[src/sv/sed_pkg.sv]
package sed_pkg;

	localparam int unsigned MaxRes = 3;

	// escape state codes
	localparam logic [1:0] ModePlain = 2'd0;
	localparam logic [1:0] ModeEsc   = 2'd1;
	localparam logic [1:0] ModeOct1  = 2'd2;
	localparam logic [1:0] ModeOct2  = 2'd3;

	localparam logic [7:0] ChBackslash = 8'h5C;
	localparam logic [7:0] ChLowB      = 8'h62;
	localparam logic [7:0] ChLowT      = 8'h74;
	localparam logic [7:0] ChLowN      = 8'h6E;
	localparam logic [7:0] ChLowR      = 8'h72;
	localparam logic [4:0] ChOctHigh   = 5'b00110;

	localparam logic [7:0] CodeBackspace = 8'd8;
	localparam logic [7:0] CodeTab       = 8'd9;
	localparam logic [7:0] CodeNewline   = 8'd10;
	localparam logic [7:0] CodeReturn    = 8'd13;
	localparam logic [7:0] CodeNul       = 8'd0;

	typedef struct packed {
		logic [1:0]                count;
		logic [MaxRes-1:0][7:0]    data;
		logic [MaxRes-1:0]         term;
	} sed_res_t;

endpackage

[src/sv/string_escape_decoder_core.sv]
// channel   dir  tdata           tlast          tuser
// s_axis    in   in_byte[7:0]    end_of_input   -
// m_axis    out  out_byte[7:0]   last_of_run    is_terminator
//
// one input byte per cycle while the result buffer is free; a taken byte is
// registered, then decoded into the buffer; a byte with two or three results
// holds s_axis as the three-entry buffer drains, one result per ready cycle
// arst_n clears the escape state and empties both stages
// s_axis_tready depends on m_axis_tready through the result buffer
module string_escape_decoder_core import sed_pkg::*; (
	input  logic       clk,
	input  logic       arst_n,
	input  logic       s_axis_tvalid,
	output logic       s_axis_tready,
	input  logic [7:0] s_axis_tdata,   // in_byte
	input  logic       s_axis_tlast,   // end_of_input
	output logic       m_axis_tvalid,
	input  logic       m_axis_tready,
	output logic [7:0] m_axis_tdata,   // out_byte
	output logic       m_axis_tlast,   // last_of_run
	output logic       m_axis_tuser    // is_terminator
);

	logic       valid_s1;
	logic [7:0] byte_s1;
	logic       last_s1;
	logic       buf_free;
	logic       xfer;
	sed_res_t   res;

	assign xfer          = valid_s1 && buf_free;
	assign s_axis_tready = !valid_s1 || xfer;

	always_ff @(posedge clk or negedge arst_n) begin
		if (!arst_n) begin
			valid_s1 <= 1'b0;
		end else if (s_axis_tready) begin
			valid_s1 <= s_axis_tvalid;
		end
	end

	always_ff @(posedge clk) begin
		if (s_axis_tready && s_axis_tvalid) begin
			byte_s1 <= s_axis_tdata;
			last_s1 <= s_axis_tlast;
		end
	end

	sed_decode u_decode (
		.clk          (clk),
		.arst_n       (arst_n),
		.en           (xfer),
		.in_byte      (byte_s1),
		.end_of_input (last_s1),
		.res          (res)
	);

	sed_outbuf u_outbuf (
		.clk    (clk),
		.arst_n (arst_n),
		.load   (xfer),
		.res    (res),
		.free   (buf_free),
		.tvalid (m_axis_tvalid),
		.tready (m_axis_tready),
		.tdata  (m_axis_tdata),
		.tlast  (m_axis_tlast),
		.term   (m_axis_tuser)
	);

endmodule

[src/sv/sed_decode.sv]
module sed_decode import sed_pkg::*; (
	input  logic       clk,
	input  logic       arst_n,
	input  logic       en,
	input  logic [7:0] in_byte,
	input  logic       end_of_input,
	output sed_res_t   res
);

	logic [1:0] mode_q;
	logic [7:0] oval_q;
	logic [1:0] nmode;
	logic [7:0] noval;
	logic       is_oct;
	logic [7:0] oct_acc;

	assign is_oct  = (in_byte[7:3] == ChOctHigh);
	assign oct_acc = {oval_q[4:0], in_byte[2:0]};

	always_comb begin
		res   = '0;
		nmode = mode_q;
		noval = oval_q;
		unique case (mode_q)
			ModePlain: begin
				if (in_byte == ChBackslash) begin
					nmode = ModeEsc;
				end else begin
					res.data[0] = in_byte;
					res.count   = 2'd1;
				end
			end
			ModeEsc: begin
				nmode     = ModePlain;
				res.count = 2'd1;
				priority if (in_byte == ChLowB) begin
					res.data[0] = CodeBackspace;
				end else if (in_byte == ChLowT) begin
					res.data[0] = CodeTab;
				end else if (in_byte == ChLowN) begin
					res.data[0] = CodeNewline;
				end else if (in_byte == ChLowR) begin
					res.data[0] = CodeReturn;
				end else if (is_oct) begin
					res.count = 2'd0;
					noval     = {5'd0, in_byte[2:0]};
					nmode     = ModeOct1;
				end else begin
					res.data[0] = in_byte;
				end
			end
			default: begin
				priority if (is_oct) begin
					noval = oct_acc;
					if (mode_q == ModeOct1) begin
						nmode = ModeOct2;
					end else begin
						res.data[0] = oct_acc;
						res.count   = 2'd1;
						nmode       = ModePlain;
					end
				end else if (in_byte == ChBackslash) begin
					res.data[0] = oval_q;
					res.count   = 2'd1;
					nmode       = ModeEsc;
				end else begin
					res.data[0] = oval_q;
					res.data[1] = in_byte;
					res.count   = 2'd2;
					nmode       = ModePlain;
				end
			end
		endcase

		if (end_of_input) begin
			// flush pending octal value, then the terminator
			if (nmode == ModeOct1 || nmode == ModeOct2) begin
				res.data[res.count] = noval;
				res.count           = res.count + 2'd1;
			end
			res.data[res.count] = CodeNul;
			res.term[res.count] = 1'b1;
			res.count           = res.count + 2'd1;
			nmode               = ModePlain;
			noval               = '0;
		end
	end

	always_ff @(posedge clk or negedge arst_n) begin
		if (!arst_n) begin
			mode_q <= ModePlain;
			oval_q <= '0;
		end else if (en) begin
			mode_q <= nmode;
			oval_q <= noval;
		end
	end

	a_end_clears: assert property (@(posedge clk) disable iff (!arst_n)
		en && end_of_input |=> mode_q == ModePlain && oval_q == '0)
		else $error("state not cleared after end of string");

	a_oct_one_digit: assert property (@(posedge clk) disable iff (!arst_n)
		mode_q == ModeOct1 |-> oval_q[7:3] == 5'd0)
		else $error("first octal digit wider than three bits");

endmodule

[src/sv/sed_outbuf.sv]
module sed_outbuf import sed_pkg::*; (
	input  logic       clk,
	input  logic       arst_n,
	input  logic       load,
	input  sed_res_t   res,
	output logic       free,
	output logic       tvalid,
	input  logic       tready,
	output logic [7:0] tdata,
	output logic       tlast,
	output logic       term
);

	logic [MaxRes-1:0][7:0] data_q;
	logic [MaxRes-1:0]      term_q;
	logic [1:0]             cnt_q;
	logic [1:0]             ptr_q;
	logic                   fire;

	assign tvalid = (cnt_q != 2'd0);
	assign fire   = tvalid && tready;
	assign free   = (cnt_q == 2'd0) || (cnt_q == 2'd1 && tready);
	assign tlast  = (cnt_q == 2'd1);

	always_comb begin
		unique case (ptr_q)
			2'd0:    begin tdata = data_q[0]; term = term_q[0]; end
			2'd1:    begin tdata = data_q[1]; term = term_q[1]; end
			default: begin tdata = data_q[2]; term = term_q[2]; end
		endcase
	end

	always_ff @(posedge clk) begin
		if (load) begin
			data_q <= res.data;
			term_q <= res.term;
		end
	end

	always_ff @(posedge clk or negedge arst_n) begin
		if (!arst_n) begin
			cnt_q <= '0;
			ptr_q <= '0;
		end else if (load) begin
			cnt_q <= res.count;
			ptr_q <= '0;
		end else if (fire) begin
			cnt_q <= cnt_q - 2'd1;
			ptr_q <= ptr_q + 2'd1;
		end
	end

	a_load_count: assert property (@(posedge clk) disable iff (!arst_n)
		load |=> cnt_q == $past(res.count) && ptr_q == 2'd0)
		else $error("result buffer count wrong after load");

	a_term_last: assert property (@(posedge clk) disable iff (!arst_n)
		tvalid && term |-> tlast && tdata == CodeNul)
		else $error("terminator not last or not zero");

endmodule
[config.mk]
export PLATFORM = sky130hd
export DESIGN_NAME = string_escape_decoder_core
export DESIGN_NICKNAME = d
export VERILOG_FILES = /design/src/sv/sed_pkg.sv /design/src/sv/string_escape_decoder_core.sv /design/src/sv/sed_decode.sv /design/src/sv/sed_outbuf.sv
export SDC_FILE = /design/constraint.sdc
export NUM_CORES = 1
export LEC_CHECK = 0
export BUFFER_PORTS_ARGS = -buffer_cell sky130_fd_sc_hd__buf_2
export CAP_MARGIN = 40
export CORE_MARGIN = 2
export CORE_UTILIZATION = 30
export DETAILED_ROUTE_END_ITERATION = 10
export PLACE_DENSITY = 0.57
export SLEW_MARGIN = 20
export SYNTH_ARGS = -nofsm -noshare
export SYNTH_HDL_FRONTEND = slang
export SYNTH_HIERARCHICAL = 1
export SYNTH_SLANG_ARGS = --single-unit
[constraint.sdc]
create_clock -name clk -period 3.1 [get_ports clk]
set_input_delay 0.62 -clock clk [delete_from_list [all_inputs] [get_ports clk]]
set_output_delay 0.62 -clock clk [all_outputs]
set_load 0.05 [all_outputs]
==> results of run 1 <==
[repair_timing]
| item | 4_1_cts | 5_1_grt |
|---|---|---|
| buffers inserted | 0 | 1 |
| endpoints found under the setup margin | 0 | 10 |
| gates resized for setup | 0 | 2 |
[through the flow]
step	instances	hold WS (ps)	setup WS [ps]	util, %	cell area (um2)
floorplan	314	324.4	222.3	-	3103
detailed placement	477	523.8	103.9	34.09	3472
global placement	477	513.7	179.9	34.09	3472
finish	486	188.7	174.7	35.15	3580
global route	486	204.0	11.60	35.15	3580
CTS	485	201.9	71.49	35.00	3565
[path summary, 6_finish.rpt]
check	from	to	slack, ps
hold / removal	arst_n	u_outbuf/ptr_q[1]	190
hold reg to reg	u_outbuf/ptr_q[1]	u_outbuf/ptr_q[1]	540
min in group clk	s_axis_tdata[3]	byte_s1[3]	480
setup reg to reg	byte_s1[7]	u_outbuf/data_q[4]	170
setup / recovery	byte_s1[7]	u_outbuf/data_q[4]	170
max in group asynchronous	arst_n	u_decode/mode_q[0]	2650
[cells in the mapped netlist, types with 5 or more instances]
library cell	n	area, um2
a22oi_1	10	75.07
a21oi_1	20	100.1
o22ai_1	12	75.07
edfxtp_1	36	1081
clkbuf_1	10	37.54
o21ai_0	10	50.05
buf_2	7	35.03
nand2b_1	12	75.07
inv_1	22	82.58
a32oi_1	6	52.55
a31oi_1	6	37.54
nor3_1	5	25.02
dfrtp_1	15	375.4
nand2_1	38	142.6
and2_1	5	31.28
nand3_1	7	35.03
nor2_1	17	63.81
ha_1	10	125.1
[metal layers]
layer	track usage, %	part of all wire [%]	vias up
met3	2.226	5.2	15
met2	23.73	49	102
met5	0	0	-
met1	19.68	44	1232
li1	-	-	1242
met4	4.605	1.7	0
[registers in the layout (all words and copies together), names as in the netlist]
signal / cells
u_outbuf/term_q: 3
u_outbuf/ptr_q: 2
valid_s1: 1
u_decode/oval_q: 8
u_outbuf/data_q: 24
byte_s1: 8
last_s1: 1
u_decode/mode_q: 2
u_outbuf/cnt_q: 2
[kinds of logic after synthesis]
kind of cell / after synthesis / share of synthesized area, %
AOI/OAI and AO/OA: 94 / 21.29
DFF: 51 / 46.94
buffers and inverters: 42 / 5.726
xor gates and xnor gates: 4 / 1.129
muxes: 2 / 0.6452
and+or+nand+nor: 111 / 20.24
adders and majority gates: 10 / 4.032
[worst max-delay path: stages (launching register included)]
cell and delay, ps:
edfxtp_1 390, or4bb_1 580, nor2_2 210, o21ai_1 110, o31a_1 160, ha_1 320
a21oi_1 230, ha_1 210, and2_1 300, a211oi_1 120
[power by group through the flow]
stage	registers (mW)	logic, mW	clock network (mW)
after floorplan	1.11	1.11	0
after global placement	1.14	1.44	0
after detailed placement	1.15	1.45	0
after CTS	1.13	1.45	0.409
after global routing	1.16	1.56	0.437
final	1.13	1.44	0.395
[final cells by class]
cell class                      instances  area, um2
Fill cell                            1040       6605
Multi-Input combinational cell        221       1478
Sequential cell                        51       1456
Timing Repair Buffer                   48      300.3
Tap cell                              136      170.2
Inverter                               22      82.58
Clock buffer                            5      68.82
Clock inverter                          3      23.77
==> results.toml, run 1 <==
[routing]
first_pass_iters = 5
wl_um = 7791
wire_per_inst_um = 16.03
vias = 2591
ant_nets = 0
route.detailed.drc = 0
drt-vias-per-instance = 5.331
drt_iter0_drc = 240

[setup_path]
worst-endpoint-required_ps = 3120
startpoint_type = "flip-flop"
cp.arrival_ps = 2950
rr_worst_depth = 9
end_kind = "flip-flop"
path_class = "flip-flop to flip-flop"
crit_fanout = 8

[pwr]
power.internal_mw = 1.584
power_frac_seq_pct = 38.2
power_leakage_nw = 1.354
power_frac_clock_pct = 13.3
vdd_drop_max_uv = 318.9
p_total_mw = 2.961
swShare_pct = 46.49
p_per_area_nw_per_um2 = 827.0
pwr-share-comb_pct = 48.5
switchingPower_mw = 1.376

[timing]
setup_tns_ps = 0
min_period_ps = 2925
fin_skew_ps = 10.59
setup_viol = 0
hold_violations = 0
rsz0062_at_grt = "false"
finalMaxSlewViolations = 0
max_freq_ghz = 0.3418
period_share_pct = 94.37
worst_slew_pin_slew_ps = 635.0
relSlewSlack_pct = 57.67

[global_routing]
grt_pass1_wl_um = 12810
grt_max_degree = 35
grt_overflow_total = 0
grt_pass1_vias = 2403
grt_util_all_layers_pct = 14.49
antenna_found_initial = 0

[logic_synthesis]
synth_edf_count = 36
yosysWarnings = 6
synth_fp_nets = 337
ys_types = 65
syn_inst = 314
netlist_area_um2 = 3103
synthArstFlopShare_pct = 29.41
synth_seq_area_share_pct = 46.94
synth_ff_type = "edfxtp_1"
postSynthAreaPerCell_um2 = 9.882
synth_seq_cells = 51

[layout]
area_growth_pct = 15.36
final_cell_mix = "nand2_1 (38), edfxtp_1 (36), buf_2 (24), buf_4 (24), inv_1 (22)"
final_common_cell = "nand2_1"
drive_gt1_share_pct = 20.86
diodes = 0
fin_nets = 372

[cts]
cts_tree = "built"
cts-hold-fix-buffers = 0
clk_pin_slew_worst_paths_ps = 100
cts_buffer_depth = 2
clockRootBuffer = "clkbuf_8"
cts.sinks = 51
cts_buffers = 5
worstSkewPairLatency_ps = 310
htree_levels = 2

[die]
die-area_um2 = 11170
die_w_um = 105.7
pin_count = 25
row_count = 37
die_h_um = 105.7
core-area_um2 = 10180
start_util_pct = 30.47

[status]
outcome = "completed"

[placement]
hpwl_um = 5837
port_buffers = 24
gp_congestion = 0.9182

[flow_run]
drv_cap = 0

[hold_path]
hold_class = "primary input to asynchronous set/reset pin"
Note: power is estimated with default switching activity, not from simulation.
==> run 2, diff against run 1 <==
Settings changed: ABC_CLOCK_PERIOD_IN_PS set to 3000.
Clock period 3.1 ns to 3 ns, I/O delays scaled along.
==> results.toml, run 2 (same netlist as run 1, synthesis figures left out) <==
[pwr]
p_total_mw = 3.097
power_leakage_nw = 1.386
p_per_area_nw_per_um2 = 856.5
vdd_drop_max_uv = 417.8

[timing]
rsz0062_at_grt = "false"
setup_viol = 0
relSlewSlack_pct = 53.13
period_share_pct = 95.75
hold_violations = 0
max_freq_ghz = 0.3481
setup_tns_ps = 0
worst_slew_pin_slew_ps = 703.1
finalMaxSlewViolations = 0
worst_hold_slack_ps = 178.9
min_period_ps = 2873
fin_skew_ps = 16.22

[die]
die-area_um2 = 11170
die_h_um = 105.7
row_count = 37
pin_count = 25
start_util_pct = 30.47
die_w_um = 105.7
core-area_um2 = 10180

[placement]
dp.cells = 478
gp_congestion = 0.9320
port_buffers = 24
hpwl_um = 5822

[layout]
drive_gt1_share_pct = 22.60
largest_register_ffs = 24
reg_top3 = "u_outbuf/data_q: 24 flops, byte_s1: 8 flops, u_decode/oval_q: 8 flops"
diodes = 0
fin_nets = 376
area_growth_pct = 16.53
final_common_cell = "nand2_1"
regMostFlops = "u_outbuf/data_q"
final_cell_mix = "nand2_1 (38), edfxtp_1 (36), buf_4 (28)"
stdcell_count = 490
fillCellCount = 1066

[cts]
cts.sinks = 51
htree_levels = 2
clockRootBuffer = "clkbuf_8"
clk_pin_slew_worst_paths_ps = 110
cts-hold-fix-buffers = 0
cts_buffer_depth = 2
cts_buffers = 5
worstSkewPairLatency_ps = 320
cts_tree = "built"

[setup_path]
rr_startpoint = "byte_s1[7]"
end_kind = "flip-flop"
path_class = "flip-flop to flip-flop"
crit_fanout = 8
cpMostUsedCell = "buf_4"
cp_cell_sequence = "buf_4, or3b_4, o21ba_4, o21ai_1, o311ai_1, ha_1, buf_4, or3_1, a21oi_1"
startpoint = "byte_s1[7]"
cp_slowest_cell = "edfxtp_1"
critPathMaxStageDelay_ps = 410
worst-endpoint-required_ps = 3180
cp.arrival_ps = 3050
rr_worst_depth = 9
endpoint = "u_outbuf/data_q[14]"
reg2reg_setup_slack_ps = 130
reg2reg_to = "u_outbuf/data_q[14]"
startpoint_type = "flip-flop"

[routing]
wire_per_inst_um = 16.45
drt-vias-per-instance = 5.280
first_pass_iters = 4
ant_nets = 0
route.detailed.drc = 0
drt_iter0_drc = 283
wl_um = 8059
vias = 2587

[flow_run]
drv_cap = 0

[global_routing]
grt_pass1_vias = 2539
grt_overflow_total = 0
grt_util_all_layers_pct = 15.29
grt_pass1_wl_um = 13520
grt_max_degree = 29
antenna_found_initial = 0

[status]
outcome = "completed"

[hold_path]
hold_class = "primary input to asynchronous set/reset pin"
[run 2: repair_timing]
action                                  in CTS  in global routing
gates resized for setup                      0                  5
buffers inserted                             1                  3
endpoints found under the setup margin       7                 20
pin swaps                                    0                  1
[run 2: stage by stage]
stage          worst slack [ps]  cell area (um2)  util, %
6_report                  127.4             3616    35.50
5_1_grt                   3.340             3616    35.50
4_1_cts                   28.05             3582    35.17
3_5_place_dp             -5.649             3480    34.16
3_3_place_gp              104.0             3480    34.16
2_1_floorplan             122.3             3103        -
[run 2: power by group]
part / switching (mW) / leakage [nW] / total, mW / internal [mW]
sequential: 0.117 / 0.540 / 1.17 / 1.05
combinational: 1.07 / 0.797 / 1.49 / 0.424
clock: 0.267 / 0.0491 / 0.439 / 0.172
total: 1.45 / 1.39 / 3.10 / 1.65
[run 2: critical path, delay by kind of cell (launching register included)]
family | cells | cell delay (ps)
adders and majority gates | 1 | 300
AOI/OAI and AO/OA | 4 | 900
buffers and inverters | 2 | 350
DFF | 1 | 410
and+or+nand+nor | 2 | 770
[run 2: layer usage]
layer,vias up,track usage (%),part of all wire (%)
li1,1252,-,-
met1,1242,21.27,46
met2,84,24.29,46
met3,9,2.721,5.3
met4,0,4.605,1.8
met5,-,0,0
[run 2: cell type report]
cell class | instances | area [um2] | area share, %
clock buffer | 5 | 68.82 | 1.903
inverter | 22 | 82.58 | 2.284
multi-input combinational | 221 | 1481 | 40.97
tap | 136 | 170.2 | 4.706
clock inverter | 3 | 26.28 | 0.7266
sequential | 51 | 1456 | 40.28
timing repair buffer | 52 | 330.3 | 9.135
[run 2: how the worst min path moves through the flow]
| stage | startpoint | cells past startpoint | end | slack [ps] |
|---|---|---|---|---|
| 3_3_place_gp | valid_s1 | 2 | valid_s1 | 510 |
| 5_1_grt | arst_n | 1 | u_outbuf/cnt_q[1] | 200 |
| 6_report | arst_n | 1 | valid_s1 | 180 |
| 3_5_place_dp | u_outbuf/ptr_q[1] | 2 | u_outbuf/ptr_q[1] | 530 |
| 2_1_floorplan | arst_n | 0 | u_decode/mode_q[0] | 300 |
| 4_1_cts | arst_n | 1 | u_outbuf/ptr_q[1] | 180 |
